===== config.mk =====
export PLATFORM = sky130hd
export DESIGN_NAME = bary_div
export DESIGN_NICKNAME = d
export VERILOG_FILES = /design/src/design/bary_pkg.sv /design/src/design/bary_div.sv
export SDC_FILE = /design/constraint.sdc
export NUM_CORES = 2
export LEC_CHECK = 0
export BUFFER_PORTS_ARGS = -buffer_cell sky130_fd_sc_hd__clkbuf_2
export CAP_MARGIN = 0
export CORE_AREA = 2 2 444 557
export CTS_CLUSTER_SIZE = 8
export DETAILED_ROUTE_END_ITERATION = 10
export DIE_AREA = 0 0 446 559
export PLACE_DENSITY_LB_ADDON = 0.12
export SETUP_SLACK_MARGIN = 0.15
export SYNTH_ARGS = -nofsm -noshare
export SYNTH_HDL_FRONTEND = slang
export SYNTH_SLANG_ARGS = --single-unit

===== constraint.sdc =====
create_clock -name aclk -period 8.3 [get_ports aclk]
set_input_delay 0.415 -clock aclk [delete_from_list [all_inputs] [get_ports aclk]]
set_output_delay 0.415 -clock aclk [all_outputs]
set_load 0.02 [all_outputs]

===== src/design/bary_pkg.sv =====
package bary_pkg;

    localparam int COORD_BITS = 16;
    localparam int FRAC_BITS  = 16;
    localparam int DIFF_W     = COORD_BITS + 1;
    localparam int PROD_W     = 2 * DIFF_W;
    localparam int CROSS_W    = PROD_W + 1;
    localparam int NUM_W      = CROSS_W + FRAC_BITS;
    localparam int Q_W        = 25;
    localparam int CMP_W      = CROSS_W + Q_W;
    localparam int DIV_LAT    = Q_W + 1;
    localparam int EPS_W      = 16;

    localparam logic [Q_W-1:0] QPOS_MAX = Q_W'((1 << (Q_W - 1)) - 1);
    localparam logic [Q_W-1:0] QNEG_MAG = Q_W'(1 << (Q_W - 1));

    localparam logic [1:0] BORDER_NONE   = 2'd0;
    localparam logic [1:0] BORDER_EDGE   = 2'd1;
    localparam logic [1:0] BORDER_VERTEX = 2'd2;

    typedef logic signed [COORD_BITS-1:0] coord_t;
    typedef logic signed [Q_W-1:0]        val_t;

    typedef struct packed {
        logic valid;
        logic deg;
    } ctl_t;

endpackage


===== src/design/bary_div.sv =====
module bary_div (
    input  logic                          aclk,
    input  logic                          en,
    input  logic [bary_pkg::NUM_W-1:0]    num,
    input  logic [bary_pkg::CROSS_W-1:0]  den,
    input  logic                          neg,
    output logic [bary_pkg::Q_W-1:0]      quot,
    output logic                          ovf,
    output logic                          neg_out
);
    import bary_pkg::*;

    logic [NUM_W-1:0]   rem_reg [Q_W];
    logic [CROSS_W-1:0] den_reg [Q_W];
    logic [Q_W-1:0]     q_reg   [Q_W+1];
    logic               neg_reg [Q_W+1];
    logic               ovf_reg [Q_W+1];

    // quotient must stay below 2^Q_W, else flag overflow
    always_ff @(posedge aclk) begin
        if (en) begin
            rem_reg[0] <= num;
            den_reg[0] <= den;
            q_reg[0]   <= '0;
            neg_reg[0] <= neg;
            ovf_reg[0] <= CMP_W'(num) >= (CMP_W'(den) << Q_W);
        end
    end

    // one restoring step per stage, MSB first
    for (genvar k = 0; k < Q_W; k++) begin : g_step
        localparam int SH = Q_W - 1 - k;
        logic [CMP_W-1:0] dsh;
        logic             ge;
        assign dsh = CMP_W'(den_reg[k]) << SH;
        assign ge  = CMP_W'(rem_reg[k]) >= dsh;
        always_ff @(posedge aclk) begin
            if (en) begin
                q_reg[k+1]   <= {q_reg[k][Q_W-2:0], ge};
                neg_reg[k+1] <= neg_reg[k];
                ovf_reg[k+1] <= ovf_reg[k];
            end
        end
        if (k < Q_W - 1) begin : g_rem
            always_ff @(posedge aclk) begin
                if (en) begin
                    rem_reg[k+1] <= ge ? NUM_W'(CMP_W'(rem_reg[k]) - dsh) : rem_reg[k];
                    den_reg[k+1] <= den_reg[k];
                end
            end
        end
    end

    assign quot    = q_reg[Q_W];
    assign ovf     = ovf_reg[Q_W];
    assign neg_out = neg_reg[Q_W];

endmodule


==> results.py <==
metrics = {
    "final_layout": {
        "fin_util": 0.609,
        "largest_reg_flops": 1275,
        "final_net_count": 12798,
        "area_delta_synth_final_pct": 11.1,
        "multi_input_area_sq_um": 52600,
        "drive_gt1_frac": 0.0796,
        "layout_common_cells": "2527 x edfxtp_1, 1112 x inv_1, 922 x a21oi_1",
        "final.fill_count": 18642,
        "layout.area.seq_sq_um": 75900,
        "final_common_cell": "edfxtp_1",
    },
    "power": {
        "design_power_total_mw": 47.8,
        "cellPowerDensity_nw_per_um2": 322,
        "worst_ir_drop_vdd_mv": 0.192,
        "static-leakage-power_nw": 59.0,
    },
    "timing": {
        "report.final.slew_viol_count": 2,
        "setup_viol": 0,
        "worst_slew_margin_rel": -0.0313,
        "fin_worst_skew_ns": 0.0579,
        "finalWorstPathRequiredPeriod_ns": 5.42,
        "grt_setup_unrepaired": "no",
        "hold_viol_final": 0,
        "min_period_over_period": 0.653,
        "fin_setup_tns_ns": 0,
        "tightest_slew_ns": 1.53,
        "hold_slack_ns": 0.0710,
        "setup_ws_ns": 2.88,
        "fmax_mhz": 185,
    },
    "clocking": {
        "cts_repair_resize_count": 0,
        "cts_buffers": 358,
        "clk_path_buf_depth": 4,
        "cts_tree": "yes",
        "clk_latency_ns": 0.89,
        "root_buffer": "clkbuf_16",
        "h-tree-depth": 5,
        "worst_setup_hold_path_clk_slew_ns": 0.05,
        "post_cts_buffers": 0,
        "clock_sinks": 2527,
        "total_of_hold_buffers_inserted_after_clock_tree_synthesis": 87,
    },
    "drt": {
        "detailedRoute.firstPassIterationCount": 8,
        "wirelength_met1_um": 91000,
        "post_drt_wl_per_cell_um": 22.0,
        "postRouteWirelength_um": 331000,
        "drt-vias-per-instance": 5.90,
        "via_count": 88729,
        "dr_top_layer": "met4",
        "dr.first_iter.drc_count": 4457,
        "drc": 0,
        "routed_wl_met2_um": 197000,
        "met3RoutedLength_um": 9390,
        "routed_antenna_nets": 0,
    },
    "global_route": {
        "overflow": 0,
        "grt_antenna_before_repair": 7,
        "grt_overall_usage": 0.262,
        "global_route_wire_length_before_repair_um": 503000,
        "grt_max_degree": 163,
        "grt_pass1_vias": 95070,
    },
    "floorplan": {
        "die_x_um": 446,
        "boundaryPins": 116,
        "initial_core_util": 0.548,
        "die-height_um": 559,
        "coreArea_sq_um": 244000,
        "row_count": 203,
        "die_footprint_sq_um": 249000,
    },
    "setup_path": {
        "critPathKind": "flop to flop",
        "timing.rr.end": "rem_reg[1][324]",
        "timing.critical_path.to_type": "flop",
        "cp_slowest_stage_delay_ns": 0.93,
        "cp_max_fo": 52,
        "worst_case_register_to_register_setup_slack_ns": 2.88,
        "crit-reg2reg-launch": "den_reg[1][175]",
        "cp_common_cell": "a211oi_1",
        "start_kind": "flop",
        "arrival_time_worst_endpoint_ns": 6.01,
        "critical_path.slowest_cell": "a211oi_1",
        "critical_path_buf_inv_count": 2,
        "critPathTopFamily": "compound AO/OA/AOI/OAI gates",
        "path_cells": "ha_1 > inv_1 > fa_1 > a211o_1 > o211ai_1 > a211oi_1 > o21ai_0 > a211oi_1 > o21ai_1 > nor3_1 > a21o_2 > buf_12 > mux2_2",
        "r2r.worst_path.cells": 13,
        "cp_data_required_time_ns": 8.90,
    },
    "synthesis": {
        "share_of_synthesized_registers_carrying_an_async_set_or_reset": 0,
        "synth.yosys.seq_area_share": 0.568,
        "synth.net_count": 12446,
        "postSynth.topFlopCell": "edfxtp_1",
        "syn_inst": 11468,
        "ys_seq_elements": 2527,
        "synth_edf_count": 2527,
        "mappedNetlistArea_sq_um": 134000,
        "yosys_warnings": 0,
        "post_synth_num_cell_types": 93,
        "syn-mean-instance-area_sq_um": 11.7,
    },
    "status": {
        "result_of_the_run": "finished, violations left",
        "violations": "capacitance limit, slew limit",
    },
    "place": {
        "gp_congestion": 1.03,
        "hpwl_um": 252000,
        "post_placement_worst_setup_slack_ns": 3.09,
        "numPortBuffers": 115,
    },
    "hold_path": {
        "timing.hold.worst.class": "input pin to flop",
        "worst_hold_path.endpoint": "den_reg[0][69]",
        "hold_depth": 1,
        "worstHoldStart": "en",
    },
    "flow_run": {
        "max_cap_viol_count": 1,
    },
}
cell families (layout without fill, tap and decap cells):
kind of cell,after synthesis,in the layout,share of synthesized area
AND/OR/NAND/NOR,2619,2619,0.0952
other,0,24,0
XOR/XNOR,809,809,0.0530
adder cells (fa/ha/maj),889,889,0.0846
multiplexers,259,259,0.0217
flip-flops,2527,2527,0.568
AO/OA/AOI/OAI,2950,2950,0.137
buffers and inverters,1415,1793,0.0408
worst max path at each step:
| stage | startpoint | to | depth (start not counted) |
|---|---|---|---|
| after CTS | den_reg[1][175] | rem_reg[1][324] | 13 |
| after detailed placement | den_reg[1][175] | rem_reg[1][310] | 13 |
| after floorplan | rem_reg[0][474] | rem_reg[0][526] | 15 |
| after global placement | rem_reg[1][203] | rem_reg[1][214] | 9 |
| after global routing | rem_reg[1][258] | rem_reg[1][324] | 14 |
| final | den_reg[1][175] | rem_reg[1][324] | 13 |
layout make-up:
| class | count | share of cell area |
|---|---|---|
| sequential | 2527 | 0.511 |
| clock inverter | 22 | 0.00264 |
| clock buffer | 364 | 0.0612 |
| timing repair buffer | 291 | 0.0157 |
| tap | 3177 | 0.0268 |
| multi-input combinational | 7526 | 0.354 |
| antenna | 24 | 0.000404 |
| inverter | 1116 | 0.0282 |
report_power, final:
part           switching [mW]  total (mW)  internal (mW)  leakage (nW)
Clock                    5.14        12.8           7.70          4.65
Sequential               1.28        18.4           17.2          24.6
Combinational            9.88        16.5           6.64          29.8
Total                    16.3        47.8           31.5          59.0
worst reg2reg max path, stage by stage (launching register included):
cell and delay, ns:
edfxtp_1 0.39, ha_1 0.21, inv_1 0.08, fa_1 0.23, a211o_1 0.16, o211ai_1 0.16, a211oi_1 0.67, o21ai_0 0.41
a211oi_1 0.93, o21ai_1 0.48, nor3_1 0.36, a21o_2 0.36, buf_12 0.28, mux2_2 0.43
per-stage QoR:
step | instance area (sq um) | instances
4_1_cts | 149000 | 15023
3_3_place_gp | 138000 | 14545
3_5_place_dp | 138000 | 14550
6_report | 149000 | 15047
5_1_grt | 149000 | 15041
2_1_floorplan | 134000 | 11468
synthesized netlist by cell type, types with 219 or more instances:
cell / instances / share of area
a21o_1: 456 / 0.026
a21oi_1: 923 / 0.035
clkbuf_1: 219 / 0.0061
edfxtp_1: 2527 / 0.57
ha_1: 865 / 0.081
inv_1: 1112 / 0.031
mux2_2: 242 / 0.020
nand2_1: 815 / 0.023
nor2_1: 604 / 0.017
o21ai_0: 768 / 0.029
xnor2_1: 487 / 0.032
xor2_1: 322 / 0.021
routing by layer:
layer  track usage  vias up
met2         0.558     2240
met4         0.233        0
met5             0        -
li1              -    42774
met1         0.187    42535
met3        0.0313     1180
Note: power is estimated with default switching activity, not from simulation.
