## config.mk

```make
export PLATFORM = sky130hd
export DESIGN_NAME = bary_sort
export DESIGN_NICKNAME = d
export VERILOG_FILES = /design/src/design/bary_pkg.sv /design/src/design/bary_sort.sv
export SDC_FILE = /design/constraint.sdc
export NUM_CORES = 1
export LEC_CHECK = 0
export BUFFER_PORTS_ARGS = -buffer_cell sky130_fd_sc_hd__buf_4
export CAP_MARGIN = 20
export CORE_ASPECT_RATIO = 0.9
export CORE_MARGIN = 2
export CORE_UTILIZATION = 55
export DETAILED_ROUTE_END_ITERATION = 10
export GPL_ROUTABILITY_DRIVEN = 1
export PLACE_DENSITY = 0.76
export SYNTH_ARGS = -nofsm -noshare
export SYNTH_HDL_FRONTEND = slang
export SYNTH_SLANG_ARGS = --single-unit
```

## constraint.sdc

```tcl
create_clock -name aclk -period 5.11 [get_ports aclk]
set_clock_uncertainty 0.15 [all_clocks]
set_input_delay 0 -clock aclk [delete_from_list [all_inputs] [get_ports aclk]]
set_output_delay 0 -clock aclk [all_outputs]
set_load 0.005 [all_outputs]
```

## src/design/bary_pkg.sv

```systemverilog
package bary_pkg;

    localparam int COORD_BITS = 16;
    localparam int FRAC_BITS  = 16;
    localparam int DIFF_W     = COORD_BITS + 1;
    localparam int PROD_W     = 2 * DIFF_W;
    localparam int CROSS_W    = PROD_W + 1;
    localparam int NUM_W      = CROSS_W + FRAC_BITS;
    localparam int Q_W        = 25;
    localparam int CMP_W      = CROSS_W + Q_W;
    localparam int DIV_LAT    = Q_W + 1;
    localparam int EPS_W      = 16;

    localparam logic [Q_W-1:0] QPOS_MAX = Q_W'((1 << (Q_W - 1)) - 1);
    localparam logic [Q_W-1:0] QNEG_MAG = Q_W'(1 << (Q_W - 1));

    localparam logic [1:0] BORDER_NONE   = 2'd0;
    localparam logic [1:0] BORDER_EDGE   = 2'd1;
    localparam logic [1:0] BORDER_VERTEX = 2'd2;

    typedef logic signed [COORD_BITS-1:0] coord_t;
    typedef logic signed [Q_W-1:0]        val_t;

    typedef struct packed {
        logic valid;
        logic deg;
    } ctl_t;

endpackage

```

## src/design/bary_sort.sv

```systemverilog
module bary_sort (
    input  logic                            aclk,
    input  logic                            aresetn,
    input  logic                            en,
    input  bary_pkg::ctl_t                  ctl_in,
    input  logic [2:0][bary_pkg::Q_W-1:0]   quot,
    input  logic [2:0]                      ovf,
    input  logic [2:0]                      neg,
    input  logic [bary_pkg::EPS_W-1:0]      eps,
    output logic                            out_valid,
    output bary_pkg::val_t [2:0]            coord,
    output logic [2:0][1:0]                 idx,
    output logic                            in_tri,
    output logic [1:0]                      kind,
    output logic [1:0]                      bidx,
    output logic                            deg
);
    import bary_pkg::*;

    ctl_t              ca_reg, cb_reg;
    logic              vo_reg;
    val_t              c_reg [3];
    val_t [2:0]        srt_reg;
    logic [2:0][1:0]   ix_reg;
    val_t [2:0]        co_reg;
    logic [2:0][1:0]   io_reg;
    logic              ins_reg, deg_reg;
    logic [1:0]        kind_reg, bidx_reg;

    logic [Q_W-1:0]    mag [3];
    logic [1:0]        rank [3];
    val_t [2:0]        srt;
    logic [2:0][1:0]   ix;
    logic              g01, g02, g12;
    val_t              eps_s, neg_eps;

    always_comb begin
        for (int i = 0; i < 3; i++) begin
            logic [Q_W-1:0] lim;
            lim    = neg[i] ? QNEG_MAG : QPOS_MAX;
            mag[i] = (ovf[i] || quot[i] > lim) ? lim : quot[i];
        end
    end

    // stable ranks: ties go to the lower index
    always_comb begin
        g01 = c_reg[0] > c_reg[1];
        g02 = c_reg[0] > c_reg[2];
        g12 = c_reg[1] > c_reg[2];
        rank[0] = 2'(g01) + 2'(g02);
        rank[1] = 2'(!g01) + 2'(g12);
        rank[2] = 2'(!g02) + 2'(!g12);
        srt = '0;
        ix  = '0;
        for (int i = 0; i < 3; i++) begin
            srt[rank[i]] = c_reg[i];
            ix[rank[i]]  = 2'(i);
        end
    end

    assign eps_s   = val_t'({(Q_W-EPS_W)'(0), eps});
    assign neg_eps = -eps_s;

    always_ff @(posedge aclk) begin
        if (!aresetn) begin
            ca_reg.valid <= 1'b0;
            cb_reg.valid <= 1'b0;
            vo_reg       <= 1'b0;
        end else if (en) begin
            ca_reg.valid <= ctl_in.valid;
            cb_reg.valid <= ca_reg.valid;
            vo_reg       <= cb_reg.valid;
        end
    end

    always_ff @(posedge aclk) begin
        if (en) begin
            ca_reg.deg <= ctl_in.deg;
            for (int i = 0; i < 3; i++) begin
                c_reg[i] <= neg[i] ? val_t'(-mag[i]) : val_t'(mag[i]);
            end
            cb_reg.deg <= ca_reg.deg;
            srt_reg    <= srt;
            ix_reg     <= ix;
            deg_reg    <= cb_reg.deg;
            if (cb_reg.deg) begin
                co_reg   <= '0;
                io_reg   <= {2'd2, 2'd1, 2'd0};
                ins_reg  <= 1'b0;
                kind_reg <= BORDER_NONE;
                bidx_reg <= 2'd0;
            end else begin
                co_reg  <= srt_reg;
                io_reg  <= ix_reg;
                ins_reg <= srt_reg[0] > neg_eps;
                if (srt_reg[0] < eps_s && srt_reg[1] < eps_s) begin
                    kind_reg <= BORDER_VERTEX;
                    bidx_reg <= ix_reg[2];
                end else if (srt_reg[0] < eps_s) begin
                    kind_reg <= BORDER_EDGE;
                    bidx_reg <= ix_reg[0];
                end else begin
                    kind_reg <= BORDER_NONE;
                    bidx_reg <= 2'd0;
                end
            end
        end
    end

    assign out_valid = vo_reg;
    assign coord     = co_reg;
    assign idx       = io_reg;
    assign in_tri    = ins_reg;
    assign kind      = kind_reg;
    assign bidx      = bidx_reg;
    assign deg       = deg_reg;

endmodule

```

==> results.yml <==
status:
  outcome: "completed"
min_path:
  worstHoldPathCells: 4
  hold_path_end: "c_reg[0][62]"
  hold_start: "neg[2]"
  hp-class: "primary input to flop"
route:
  vias_per_cell: 6.03
  wl_per_cell_um: 18.5
  first_iter_violations: 1223
  drc_errors: 0
  drt_wl_total_um: 46100
  drtPass1Iterations: 5
  vias: 15000
  postRouteAntennaNets: 0
logic_synthesis:
  syn_area_per_cell_um2: 9.74
  yosys.area.top_type: "edfxtp_1"
  synth_edf_count: 245
  synth.distinct_cells: 68
  synth-seq-cells: 248
  yosys_warnings: 0
  netlist_instances: 1775
  async_reset_ff_share_pct: 0
  ys_top_cells_by_count: "edfxtp_1 (245), ha_1 (215), a21oi_1 (178)"
  seq_area_frac_synth_pct: 42.9
  synth_nets: 2092
  ys.flop_type: "edfxtp_1"
  synth_area_leaders: "edfxtp_1 (43%), ha_1 (16%), a21oi_1 (5.2%), nor2b_1 (3.6%), nor2_1 (3.1%)"
  synth_top_area_share_pct: 42.6
  yosysMostFrequentCell: "edfxtp_1"
  synthesis.area_um2: 17300
job:
  drv_cap: 0
grt:
  grt-ovfl-total: 0
  grt_first_pass_wirelength_um: 72600
  grt_max_degree: 137
  grt_usage_pct: 27.8
  grt_pass1_vias: 14000
  antenna_found_initial: 0
worst_setup_path:
  cp_max_fo: 8
  cp_data_arrival_time_ns: 5.04
  worst_setup_path_start_kind: "primary input"
  crit_path_max_incr_delay_ns: 0.57
  worstPathCellList: "dlygate4sd3_1, buf_4, ha_1, nand4_1, nor4_2, nand4_1, o211ai_1, buf_4, o32ai_4, mux2i_1, ha_1, nand4_1, or3_1, a21o_1, a21oi_1, dlygate4sd3_1, a21oi_1, dlygate4sd3_1"
  required_ns: 5.24
  r2r_cells: 15
  critPathSlowestCell: "dlygate4sd3_1"
  worstReg2RegStart: "c_reg[0][26]"
  r2r-end: "srt_reg[55]"
  path_delay_family: "buffers and inverters"
  setup.worst_path.end_class: "flop"
  cp_num_cells: 18
  crit_buf_inv: 5
  rrSetupSlack_ns: 0.91
  worstSetupPathType: "primary input to flop"
finish:
  final_util_pct: 68.9
  drive_above_1_share_pct: 13.4
  nets: 2380
  ff_latch_area_um2: 7420
  synthToLayoutAreaGrowth_pct: 23.3
  final_cells: 2492
  multi_input_area_um2: 9260
  fillCellCount: 2389
  n_antenna_cell: 0
clock_network:
  cts_made_buffers: 26
  tritoncts: "done"
  cts-htree-levels: 1
  clk_pin_slew_ns: 0.06
  cts_sinks: 248
  clock-root-buffer: "clkbuf_16"
  clock_latency_ns: 0.55
  clockBufferDepth: 3
power_and_ir_drop:
  power_density_nw_per_um2: 347
  peakVddDrop_mv: 0.345
  internal-power_mw: 4.90
  pwr-share-clk_pct: 24.6
  leakagePower_nw: 8.77
  pwr-share-comb_pct: 34.1
  pwr-share-seq_pct: 41.3
  p_switching_mw: 2.49
  netSwitchingFraction_pct: 33.6
sta:
  drv_slew: 0
  tightest_slew_ns: 0.934
  fin_crit_sh_pct: 96.1
  hold_violations: 0
  whs_ns: 0.0208
  max_freq_mhz: 204
  slew_headroom_pct: 37.7
  period_minus_slack_ns: 4.91
  setup_viol: 0
floorplan:
  fp.dieW_um: 191
  io_pins: 190
  rows: 61
  dieArea_um2: 32900
  start_util_pct: 55.9
  design.core.area_um2: 30900
  die_y_um: 172
place:
  dp_cells: 2308
  gp_congestion: 0.969
  hpwl_um: 33200
  io_buffer_count: 189
worst max-delay path by stage:
| stage | start | to | slack [ns] |
|---|---|---|---|
| floorplan | neg[1] | c_reg[0][45] | 0.65 |
| global placement | neg[2] | c_reg[0][74] | 0.63 |
| detailed placement | neg[2] | c_reg[0][74] | 0.50 |
| CTS | quot[69] | c_reg[0][74] | 0.18 |
| global route | quot[45] | c_reg[0][41] | -0.1 |
| finish | quot[47] | c_reg[0][41] | 0.20 |
timing repair:
item | CTS | global route
hold endpoints to repair | 191 | 0
gates resized for setup | 0 | 9
hold buffers | 134 | 0
setup buffers | 0 | 1
endpoints found under the setup margin | 0 | 5
cell families after synthesis:
family / count (synthesis) / share of synthesized area (%)
fa+ha+maj: 215 / 15.6
flops: 248 / 42.9
simple gates: 605 / 17.5
xor+xnor: 13 / 0.659
compound gates: 497 / 18.1
buf+inv: 173 / 3.81
mux: 24 / 1.40
through the flow:
| step | total power, mW | area (um^2) | TNS (ns) | setup slack, ns |
|---|---|---|---|---|
| CTS | 7.36 | 21200 | 0 | 0.178 |
| floorplan | 4.56 | 17300 | 0 | 0.646 |
| global placement | 5.38 | 19100 | 0 | 0.632 |
| detailed placement | 5.46 | 19100 | 0 | 0.502 |
| finish | 7.39 | 21300 | 0 | 0.201 |
| global route | 7.84 | 21300 | -0.0965 | -0.0965 |
layer usage:
| layer | global-route usage (%) | vias to the layer above | share of wire, % |
|---|---|---|---|
| met5 | 0 | - | 0 |
| met4 | 9.61 | 0 | 3.6 |
| met3 | 3.00 | 112 | 5.8 |
| met2 | 45.9 | 555 | 46 |
| met1 | 38.2 | 7065 | 44 |
| li1 | - | 7301 | - |
cell type report:
cell class | instances | share of cell area [%]
clock buffers | 32 | 3.16
clock inverters | 16 | 0.711
inverters | 86 | 1.51
multi-input cells | 1354 | 43.5
flip-flops and latches | 248 | 34.8
well taps | 409 | 2.40
repair buffers | 347 | 13.9
worst reg2reg max path: stages, from the launching register on:
cell and delay, ns:
edfxtp_1 0.48, inv_1 0.07, ha_1 0.29, nor2b_1 0.13, o21ai_0 0.13, nand2b_1 0.07, a21oi_1 0.16, o21ai_0 0.17
and2_1 0.20, o31ai_1 0.50, ha_1 0.25, buf_4 0.33, nor2b_1 0.09, buf_4 0.24, a221oi_1 0.56, a21oi_1 0.12
power by group through the flow:
stage               registers (mW)  logic [mW]  clock network (mW)
floorplan                     2.97        1.59                   0
global placement              3.08        2.30                   0
detailed placement            3.09        2.37                   0
CTS                           3.05        2.48                1.84
global route                  3.09        2.83                1.92
finish                        3.05        2.52                1.82
cell usage in the layout (no fill, tap or decap), drive strengths merged, types with 4 or more instances in the layout:
cell / instances
nor3: 57
nand2b: 8
ha: 215
o21a: 9
nand3: 47
or3: 18
clkinv: 10
clkbuf: 32
or4: 4
o31ai: 4
o2111ai: 4
nor4: 34
a221oi: 26
a31oi: 5
a211o: 5
xnor2: 12
a311oi: 4
and3: 10
nor2b: 99
dlygate4sd3: 134
mux2i: 23
a21o: 49
inv: 87
a21oi: 178
nor2: 145
nand4: 38
buf: 213
edfxtp: 245
nand2: 120
nand3b: 4
or2: 10
o211ai: 13
a211oi: 72
o21ai: 99
Note: power is estimated with default switching activity, not from simulation.
